[src/rtl/core/tcc_pkg.sv]
// Shared types and constants of the two-channel timestamp coincidence block.
package tcc_pkg;

  // Per-channel hit store
  localparam int QUEUE_DEPTH = 8;
  localparam int PTR_W       = (QUEUE_DEPTH > 1) ? $clog2(QUEUE_DEPTH) : 1;
  localparam int FILL_W      = $clog2(QUEUE_DEPTH + 1);

  // Results produced by one hit before the drain pauses
  localparam int MAX_RESULTS = 8;
  localparam int RUN_W       = $clog2(MAX_RESULTS + 1);

  // Decoupling queues
  localparam int CMD_DEPTH   = 2;
  localparam int CMD_PTR_W   = $clog2(CMD_DEPTH);
  localparam int CMD_CNT_W   = $clog2(CMD_DEPTH + 1);
  localparam int RES_DEPTH   = 4;
  localparam int RES_PTR_W   = $clog2(RES_DEPTH);
  localparam int RES_CNT_W   = $clog2(RES_DEPTH + 1);

  typedef enum logic [1:0] {
    STATUS_PAIR = 2'd0,
    STATUS_LOST = 2'd1,
    STATUS_DROP = 2'd2
  } status_t;

  typedef struct packed {
    logic        channel;
    logic [31:0] time_tag;
    logic [31:0] event_number;
    logic [31:0] record_index;
  } hit_t;

  typedef struct packed {
    logic [31:0] time_tag;
    logic [31:0] event_number;
    logic [31:0] record_index;
  } entry_t;

  typedef struct packed {
    status_t     status;
    logic [31:0] pair_time;
    logic [31:0] event_zero;
    logic [31:0] event_one;
    logic [31:0] index_zero;
    logic [31:0] index_one;
    logic        lost_channel;
    logic [31:0] drops_so_far;
    logic        last_of_run;
  } result_t;

  // Handshake between the hit queue and the matching engine
  typedef struct packed {
    logic valid;
    hit_t hit;
  } cmd_t;

endpackage

[src/rtl/core/tcc_front.sv]
// Input side: accepts hits into a short queue ahead of the matching engine.
module tcc_front
  import tcc_pkg::*;
(
  input  logic        clk,
  input  logic        rst,
  input  logic        push,
  output logic        full,
  input  logic        channel,
  input  logic [31:0] time_tag,
  input  logic [31:0] event_number,
  input  logic [31:0] record_index,
  output cmd_t        cmd,
  input  logic        cmd_pop
);

  hit_t                 slots [CMD_DEPTH];
  logic [CMD_PTR_W-1:0] wr_ptr;
  logic [CMD_PTR_W-1:0] rd_ptr;
  logic [CMD_CNT_W-1:0] count;
  logic                 do_push;
  logic                 do_pop;

  assign full    = (count == CMD_CNT_W'(CMD_DEPTH));
  assign do_push = push && !full;
  assign do_pop  = cmd_pop && (count != '0);

  assign cmd.valid = (count != '0);
  assign cmd.hit   = slots[rd_ptr];

  // Store the incoming hit
  always_ff @(posedge clk) begin
    if (do_push) begin
      slots[wr_ptr] <= '{channel: channel, time_tag: time_tag,
                         event_number: event_number, record_index: record_index};
    end
  end

  // Advance pointers and occupancy
  always_ff @(posedge clk) begin
    if (rst) begin
      wr_ptr <= '0;
      rd_ptr <= '0;
      count  <= '0;
    end else begin
      if (do_push) wr_ptr <= wr_ptr + 1'b1;
      if (do_pop)  rd_ptr <= rd_ptr + 1'b1;
      count <= count + CMD_CNT_W'(do_push) - CMD_CNT_W'(do_pop);
    end
  end

endmodule

[src/rtl/core/tcc_back.sv]
// Matching engine: per-channel hit stores, head compare and result generation.
module tcc_back
  import tcc_pkg::*;
(
  input  logic    clk,
  input  logic    rst,
  input  cmd_t    cmd,
  output logic    cmd_pop,
  output logic    res_push,
  output result_t res,
  input  logic    res_full
);

  typedef enum logic [2:0] {
    ST_IDLE = 3'b001,
    ST_READ = 3'b010,
    ST_CMP  = 3'b100
  } state_t;

  function automatic logic [PTR_W-1:0] ptr_inc(input logic [PTR_W-1:0] p);
    ptr_inc = (p == PTR_W'(QUEUE_DEPTH - 1)) ? '0 : p + 1'b1;
  endfunction

  state_t             state, state_next;
  entry_t             mem0 [QUEUE_DEPTH];
  entry_t             mem1 [QUEUE_DEPTH];
  entry_t             rd0, rd1, wr_entry;
  logic [PTR_W-1:0]   head0, head1, tail0, tail1;
  logic [FILL_W-1:0]  fill0, fill1;
  logic [RUN_W-1:0]   run_n, run_n_next;
  logic [31:0]        drops, drops_next, drops_inc;
  logic               wr0, wr1, pop0, pop1;
  logic               ch_full, cmp_last, t_eq, t_lt;

  assign wr_entry = '{time_tag: cmd.hit.time_tag, event_number: cmd.hit.event_number,
                      record_index: cmd.hit.record_index};

  // Hit stores: write at tail, registered read at head
  always_ff @(posedge clk) begin
    if (wr0) mem0[tail0] <= wr_entry;
    if (wr1) mem1[tail1] <= wr_entry;
    rd0 <= mem0[head0];
    rd1 <= mem1[head1];
  end

  assign ch_full   = cmd.hit.channel ? (fill1 == FILL_W'(QUEUE_DEPTH))
                                     : (fill0 == FILL_W'(QUEUE_DEPTH));
  assign t_eq      = (rd0.time_tag == rd1.time_tag);
  assign t_lt      = (rd0.time_tag <  rd1.time_tag);
  assign drops_inc = (drops != '1) ? drops + 32'd1 : drops;

  // Admit hits, compare heads, build results
  always_comb begin
    state_next = state;
    run_n_next = run_n;
    drops_next = drops;
    cmd_pop    = 1'b0;
    res_push   = 1'b0;
    wr0        = 1'b0;
    wr1        = 1'b0;
    pop0       = 1'b0;
    pop1       = 1'b0;
    cmp_last   = 1'b0;
    res        = '0;
    res.status = STATUS_PAIR;
    unique case (state)
      ST_IDLE: begin
        if (cmd.valid) begin
          if (ch_full) begin
            // Drop the hit and report it
            if (!res_full) begin
              cmd_pop          = 1'b1;
              res_push         = 1'b1;
              res.status       = STATUS_DROP;
              res.pair_time    = cmd.hit.time_tag;
              res.lost_channel = cmd.hit.channel;
              res.drops_so_far = drops;
              res.last_of_run  = 1'b1;
            end
          end else begin
            cmd_pop    = 1'b1;
            wr0        = !cmd.hit.channel;
            wr1        = cmd.hit.channel;
            run_n_next = '0;
            if (cmd.hit.channel ? (fill0 != '0) : (fill1 != '0)) begin
              state_next = ST_READ;
            end
          end
        end
      end
      ST_READ: begin
        state_next = ST_CMP;
      end
      ST_CMP: begin
        if (!res_full) begin
          res_push = 1'b1;
          pop0     = t_eq || t_lt;
          pop1     = t_eq || !t_lt;
          if (t_eq) begin
            res.status       = STATUS_PAIR;
            res.pair_time    = rd0.time_tag;
            res.event_zero   = rd0.event_number;
            res.event_one    = rd1.event_number;
            res.index_zero   = rd0.record_index;
            res.index_one    = rd1.record_index;
            res.drops_so_far = drops;
          end else if (t_lt) begin
            res.status       = STATUS_LOST;
            res.pair_time    = rd0.time_tag;
            res.event_zero   = rd0.event_number;
            res.index_zero   = rd0.record_index;
            res.drops_so_far = drops_inc;
            drops_next       = drops_inc;
          end else begin
            res.status       = STATUS_LOST;
            res.pair_time    = rd1.time_tag;
            res.event_one    = rd1.event_number;
            res.index_one    = rd1.record_index;
            res.lost_channel = 1'b1;
            res.drops_so_far = drops_inc;
            drops_next       = drops_inc;
          end
          cmp_last = (pop0 && (fill0 == FILL_W'(1))) ||
                     (pop1 && (fill1 == FILL_W'(1))) ||
                     (run_n == RUN_W'(MAX_RESULTS - 1));
          res.last_of_run = cmp_last;
          run_n_next      = run_n + 1'b1;
          state_next      = cmp_last ? ST_IDLE : ST_READ;
        end
      end
      default: state_next = ST_IDLE;
    endcase
  end

  // Hold control state
  always_ff @(posedge clk) begin
    if (rst) begin
      state <= ST_IDLE;
      head0 <= '0;
      head1 <= '0;
      tail0 <= '0;
      tail1 <= '0;
      fill0 <= '0;
      fill1 <= '0;
      run_n <= '0;
      drops <= '0;
    end else begin
      state <= state_next;
      run_n <= run_n_next;
      drops <= drops_next;
      if (wr0)  tail0 <= ptr_inc(tail0);
      if (wr1)  tail1 <= ptr_inc(tail1);
      if (pop0) head0 <= ptr_inc(head0);
      if (pop1) head1 <= ptr_inc(head1);
      fill0 <= fill0 + FILL_W'(wr0) - FILL_W'(pop0);
      fill1 <= fill1 + FILL_W'(wr1) - FILL_W'(pop1);
    end
  end

endmodule

[src/rtl/core/tcc_out.sv]
// Output side: result queue presented to the consumer as empty/pop.
module tcc_out
  import tcc_pkg::*;
(
  input  logic    clk,
  input  logic    rst,
  input  logic    res_push,
  input  result_t res,
  output logic    res_full,
  output logic    empty,
  input  logic    pop,
  output result_t head
);

  result_t              slots [RES_DEPTH];
  logic [RES_PTR_W-1:0] wr_ptr;
  logic [RES_PTR_W-1:0] rd_ptr;
  logic [RES_CNT_W-1:0] count;
  logic                 do_push;
  logic                 do_pop;

  assign res_full = (count == RES_CNT_W'(RES_DEPTH));
  assign empty    = (count == '0);
  assign do_push  = res_push && !res_full;
  assign do_pop   = pop && !empty;
  assign head     = slots[rd_ptr];

  // Store the result
  always_ff @(posedge clk) begin
    if (do_push) slots[wr_ptr] <= res;
  end

  // Advance pointers and occupancy
  always_ff @(posedge clk) begin
    if (rst) begin
      wr_ptr <= '0;
      rd_ptr <= '0;
      count  <= '0;
    end else begin
      if (do_push) wr_ptr <= wr_ptr + 1'b1;
      if (do_pop)  rd_ptr <= rd_ptr + 1'b1;
      count <= count + RES_CNT_W'(do_push) - RES_CNT_W'(do_pop);
    end
  end

endmodule

[src/rtl/core/two_channel_timestamp_coincidence.sv]
// Top level of the two-channel timestamp coincidence event builder.
//
//   Side     Handshake     Transfer when     Fields
//   hits     push / full   push && !full     channel, time_tag, event_number, record_index
//   results  empty / pop   pop && !empty     status, pair_time, event_zero/one,
//                                            index_zero/one, lost_channel,
//                                            drops_so_far, last_of_run
//
// A hit dropped on a full store yields one result.
// A stored hit is written to its store; each result then needs a registered read of
// both heads (ST_READ) and a compare and pop (ST_CMP), held on a full result queue.
// A two-entry hit queue and a four-entry result queue decouple both sides, so push
// is taken while results wait. Synchronous reset empties every queue and store.
module two_channel_timestamp_coincidence
  import tcc_pkg::*;
(
  input  logic        clk,
  input  logic        rst,
  input  logic        push,
  output logic        full,
  input  logic        channel,
  input  logic [31:0] time_tag,
  input  logic [31:0] event_number,
  input  logic [31:0] record_index,
  output logic        empty,
  input  logic        pop,
  output logic [1:0]  status,
  output logic [31:0] pair_time,
  output logic [31:0] event_zero,
  output logic [31:0] event_one,
  output logic [31:0] index_zero,
  output logic [31:0] index_one,
  output logic        lost_channel,
  output logic [31:0] drops_so_far,
  output logic        last_of_run
);

  cmd_t    cmd;
  logic    cmd_pop;
  logic    res_push;
  logic    res_full;
  result_t res;
  result_t head;

  tcc_front u_front (
    .clk          (clk),
    .rst          (rst),
    .push         (push),
    .full         (full),
    .channel      (channel),
    .time_tag     (time_tag),
    .event_number (event_number),
    .record_index (record_index),
    .cmd          (cmd),
    .cmd_pop      (cmd_pop)
  );

  tcc_back u_back (
    .clk      (clk),
    .rst      (rst),
    .cmd      (cmd),
    .cmd_pop  (cmd_pop),
    .res_push (res_push),
    .res      (res),
    .res_full (res_full)
  );

  tcc_out u_out (
    .clk      (clk),
    .rst      (rst),
    .res_push (res_push),
    .res      (res),
    .res_full (res_full),
    .empty    (empty),
    .pop      (pop),
    .head     (head)
  );

  // Present the oldest result
  assign status       = head.status;
  assign pair_time    = head.pair_time;
  assign event_zero   = head.event_zero;
  assign event_one    = head.event_one;
  assign index_zero   = head.index_zero;
  assign index_one    = head.index_one;
  assign lost_channel = head.lost_channel;
  assign drops_so_far = head.drops_so_far;
  assign last_of_run  = head.last_of_run;

endmodule

[config.mk]
export PLATFORM = sky130hd
export DESIGN_NAME = two_channel_timestamp_coincidence
export DESIGN_NICKNAME = d
export VERILOG_FILES = /design/src/rtl/core/tcc_pkg.sv /design/src/rtl/core/tcc_front.sv /design/src/rtl/core/tcc_back.sv /design/src/rtl/core/tcc_out.sv /design/src/rtl/core/two_channel_timestamp_coincidence.sv
export SDC_FILE = /design/constraint.sdc
export NUM_CORES = 2
export LEC_CHECK = 0
export ABC_CLOCK_PERIOD_IN_PS = 13750
export BUFFER_PORTS_ARGS = -buffer_cell sky130_fd_sc_hd__buf_2
export CAP_MARGIN = 0
export CORE_MARGIN = 2
export CORE_UTILIZATION = 42
export DETAILED_ROUTE_END_ITERATION = 6
export PLACE_DENSITY_LB_ADDON = 0.1
export SETUP_SLACK_MARGIN = 0.15
export SYNTH_ARGS = -nofsm -noshare
export SYNTH_HDL_FRONTEND = slang
export SYNTH_SLANG_ARGS = --single-unit
[constraint.sdc]
create_clock -name clk -period 13.75 [get_ports clk]
set_input_delay 0.6875 -clock clk [delete_from_list [all_inputs] [get_ports clk]]
set_output_delay 0.6875 -clock clk [all_outputs]
set_load 0.02 [all_outputs]
==> run metrics <==
status finished clean; CP Data Required Time about 14 ns; post-synthesis sequential area ratio between 70% and 80%; clock tree root buffer cell clkbuf_16; PortBufs between 200 and 300; Reg2Reg Depth 8; Fillers approximately 20k; level count of the clock H-tree 5; Clock Pin Slew Worst Setup and Hold Paths approximately 0.060 ns; initial antenna violation count 18; post-place setup slack between 7 and 8 ns; Post-synth EDFFs 2514; number of antenna-violating nets in the routed design 0; Async SR Flop Fraction 0%; most used flip-flop cell after synthesis edfxtp_1; first-pass GRT wire length approximately 340 mm; Final Cycle Share a little over two fifths; Final nets between 5k and 6k; Top-Level Pins about 300; placed cell area between 0.1 and 0.15 sq mm; Core Area between 0.2 and 0.25 sq mm; Peak supply drop 0.1351 mV; Worst Hold Endpoint u_front.slots[0][11]; Mean Syn Cell Area 22.00 sq um; fmax around 170 MHz; CP startpoint kind register; worst r2r dst u_out.slots[0][137]; Post-route DRC 0; Total Wirelength around 240 mm; Final Hold Vio Count 0; via count 46.76k; RePlAce Congestion approximately 0.73; Via density about 5.4; DP HPWL 133.6 mm; Routed wire per std cell 27.19 um; Pre-Repair DR Iteration Count 5; Die Y-Extent 499.8 um; total track usage around a fifth; Post-CTS Setup Inserts 0; Slew Viols, Final 0; Crit Path Category register to register; gr ovfl total 0; CTS Sinks 2779; Seq cells post-synth 2779; Synth Warn # 0; synth unique cells 66; num rows roughly 180; number of global-route vias before repair 49.15k; CP Max Fanout 55; synthesized area approximately 0.10 sq mm; Worst Path Arrival around 6.3 ns; post-route cell area ~0.12 sq mm; share of the synthesized area in the top cell type about three quarters; min cycle time layout just under 6 ns; CTS tree built; full die area 0.2498 sq mm; commonest non-fill, non-tap cell in the layout edfxtp_1; Clock Latency Late Sink slightly above 0.9 ns; final setup vio count 0; Hold Crit Depth 1; Die W between 400 and 500 um; synthesized instance count roughly 4.7k; Leak around 38 nW; Worst Tran Pin Value around 1.1 ns; worst clock skew about 0.054 ns; power per cell area 183.6 mW/mm^2; CP Capture Type register; DR iter-0 viols 3675; hold_sp record_index[11]; setup_tns 0 ns; Max-Cap Viols 0; Starting Density between 40% and 50%; Hold Crit Class input pin to register; fraction of layout cells with a size suffix above 1 between 30% and 40%; deepest clock path buffer count 4; area added between synthesis and finish 15.53%; CTS Buf Count around 310; unrepaired setup endpoints after global routing false; top cell type by total area after synthesis edfxtp_1; Post-Syn Nets around 4.9k; most frequent cells in the layout edfxtp_1, mux4_2, clkbuf_16; PnR worst setup slack 7.958 ns; synth top area cells edfxtp_1, mux4_2, dfxtp_1; worst reg-to-reg setup slack slightly below 8 ns; largest net degree at the start of global routing about 110; Max-slew headroom 26.26%
## metal layers
layer  wire, um  vias to the layer above  track usage, %
li1           -                    20320               -
met1     105300                    25140           26.68
met2     117000                      993           31.28
met3      10420                      300           3.163
met4       4128                        0           4.255
met5          0                        -               0
## worst max-delay path by stage
| stage | startpoint | to | depth (start not counted) |
|---|---|---|---|
| 6_report | register | u_out.slots[0][137] | 8 |
| 5_1_grt | register | u_out.slots[1][136] | 8 |
| 4_1_cts | register | u_out.slots[1][136] | 8 |
| 3_5_place_dp | register | u_out.slots[1][141] | 8 |
| 3_3_place_gp | register | u_out.slots[0][138] | 8 |
| 2_1_floorplan | u_back.state[2] | u_back.mem1[2][0] | 5 |
## Yosys cell counts, types with 43 or more instances
master	number
and2_1	135
buf_1	55
buf_2	43
clkbuf_1	120
dfxtp_1	265
edfxtp_1	2514
ha_1	60
inv_1	64
mux2_2	291
mux4_2	580
nand2_1	98
nor2_1	79
o21ai_0	66
## repair_timing
item / in CTS / in global routing
hold endpoints to repair: 179 / 0
hold buffers: 90 / 0
resized for setup: 0 / 0
## per-stage QoR
stage	util, %	cells	hold slack [ns]	power (W)
6_report	48.63	8711	0.05260	0.02190
5_1_grt	48.63	8706	0.01366	0.02281
4_1_cts	48.63	8705	0.004049	0.02227
3_5_place_dp	44.35	8074	0.4677	0.01436
3_3_place_gp	44.35	8074	0.4597	0.01433
2_1_floorplan	-	4692	0.4432	0.01296
## cell families (layout without fill, tap and decap cells)
logic type      after synthesis  count (layout)  synth area share [%]
fa+ha+maj                    63              63                0.7854
flops                      2779            2779                 78.26
buf+inv                     288            1081                 1.117
other cells                   0               6                     0
xor+xnor                     43              43                0.3648
simple gates                451             451                 2.344
mux                         913             913                 16.23
compound gates              155             155                0.8908
## cell type report
| cell class | instances | area, sq um | share of cell area [%] |
|---|---|---|---|
| inverters | 65 | 244.0 | 0.2046 |
| multi-input cells | 1625 | 21420 | 17.96 |
| diodes | 6 | 15.01 | 0.01259 |
| clock buffers | 437 | 8622 | 7.229 |
| repair buffers | 475 | 3158 | 2.648 |
| flip-flops and latches | 2779 | 80830 | 67.77 |
| clock inverters | 104 | 957.2 | 0.8025 |
| well taps | 3220 | 4029 | 3.378 |
## where the power goes
part | internal (W) | switching [W]
sequential | 0.0104 | 0.000306
combinational | 0.00123 | 0.00216
clock | 0.00467 | 0.00315
## flip-flops by register name (all words and copies together), names as in the netlist, 32 cells and up, named ones only
signal         flops
u_front.slots    194
u_out.slots      784
u_back.rd1        96
u_back.rd0        96
u_back.mem0      768
u_back.drops      32
u_back.mem1      768
## worst max-delay path, cell delays in order, from the launching register on
cell and delay (ns):
dfxtp_4 0.73, mux2i_1 0.63, mux2_2 0.29, nand2_1 0.30
nand2_1 0.69, and2_4 0.77, buf_4 0.60, buf_4 0.42
buf_4 0.71
Note: power is estimated with default switching activity, not from simulation.
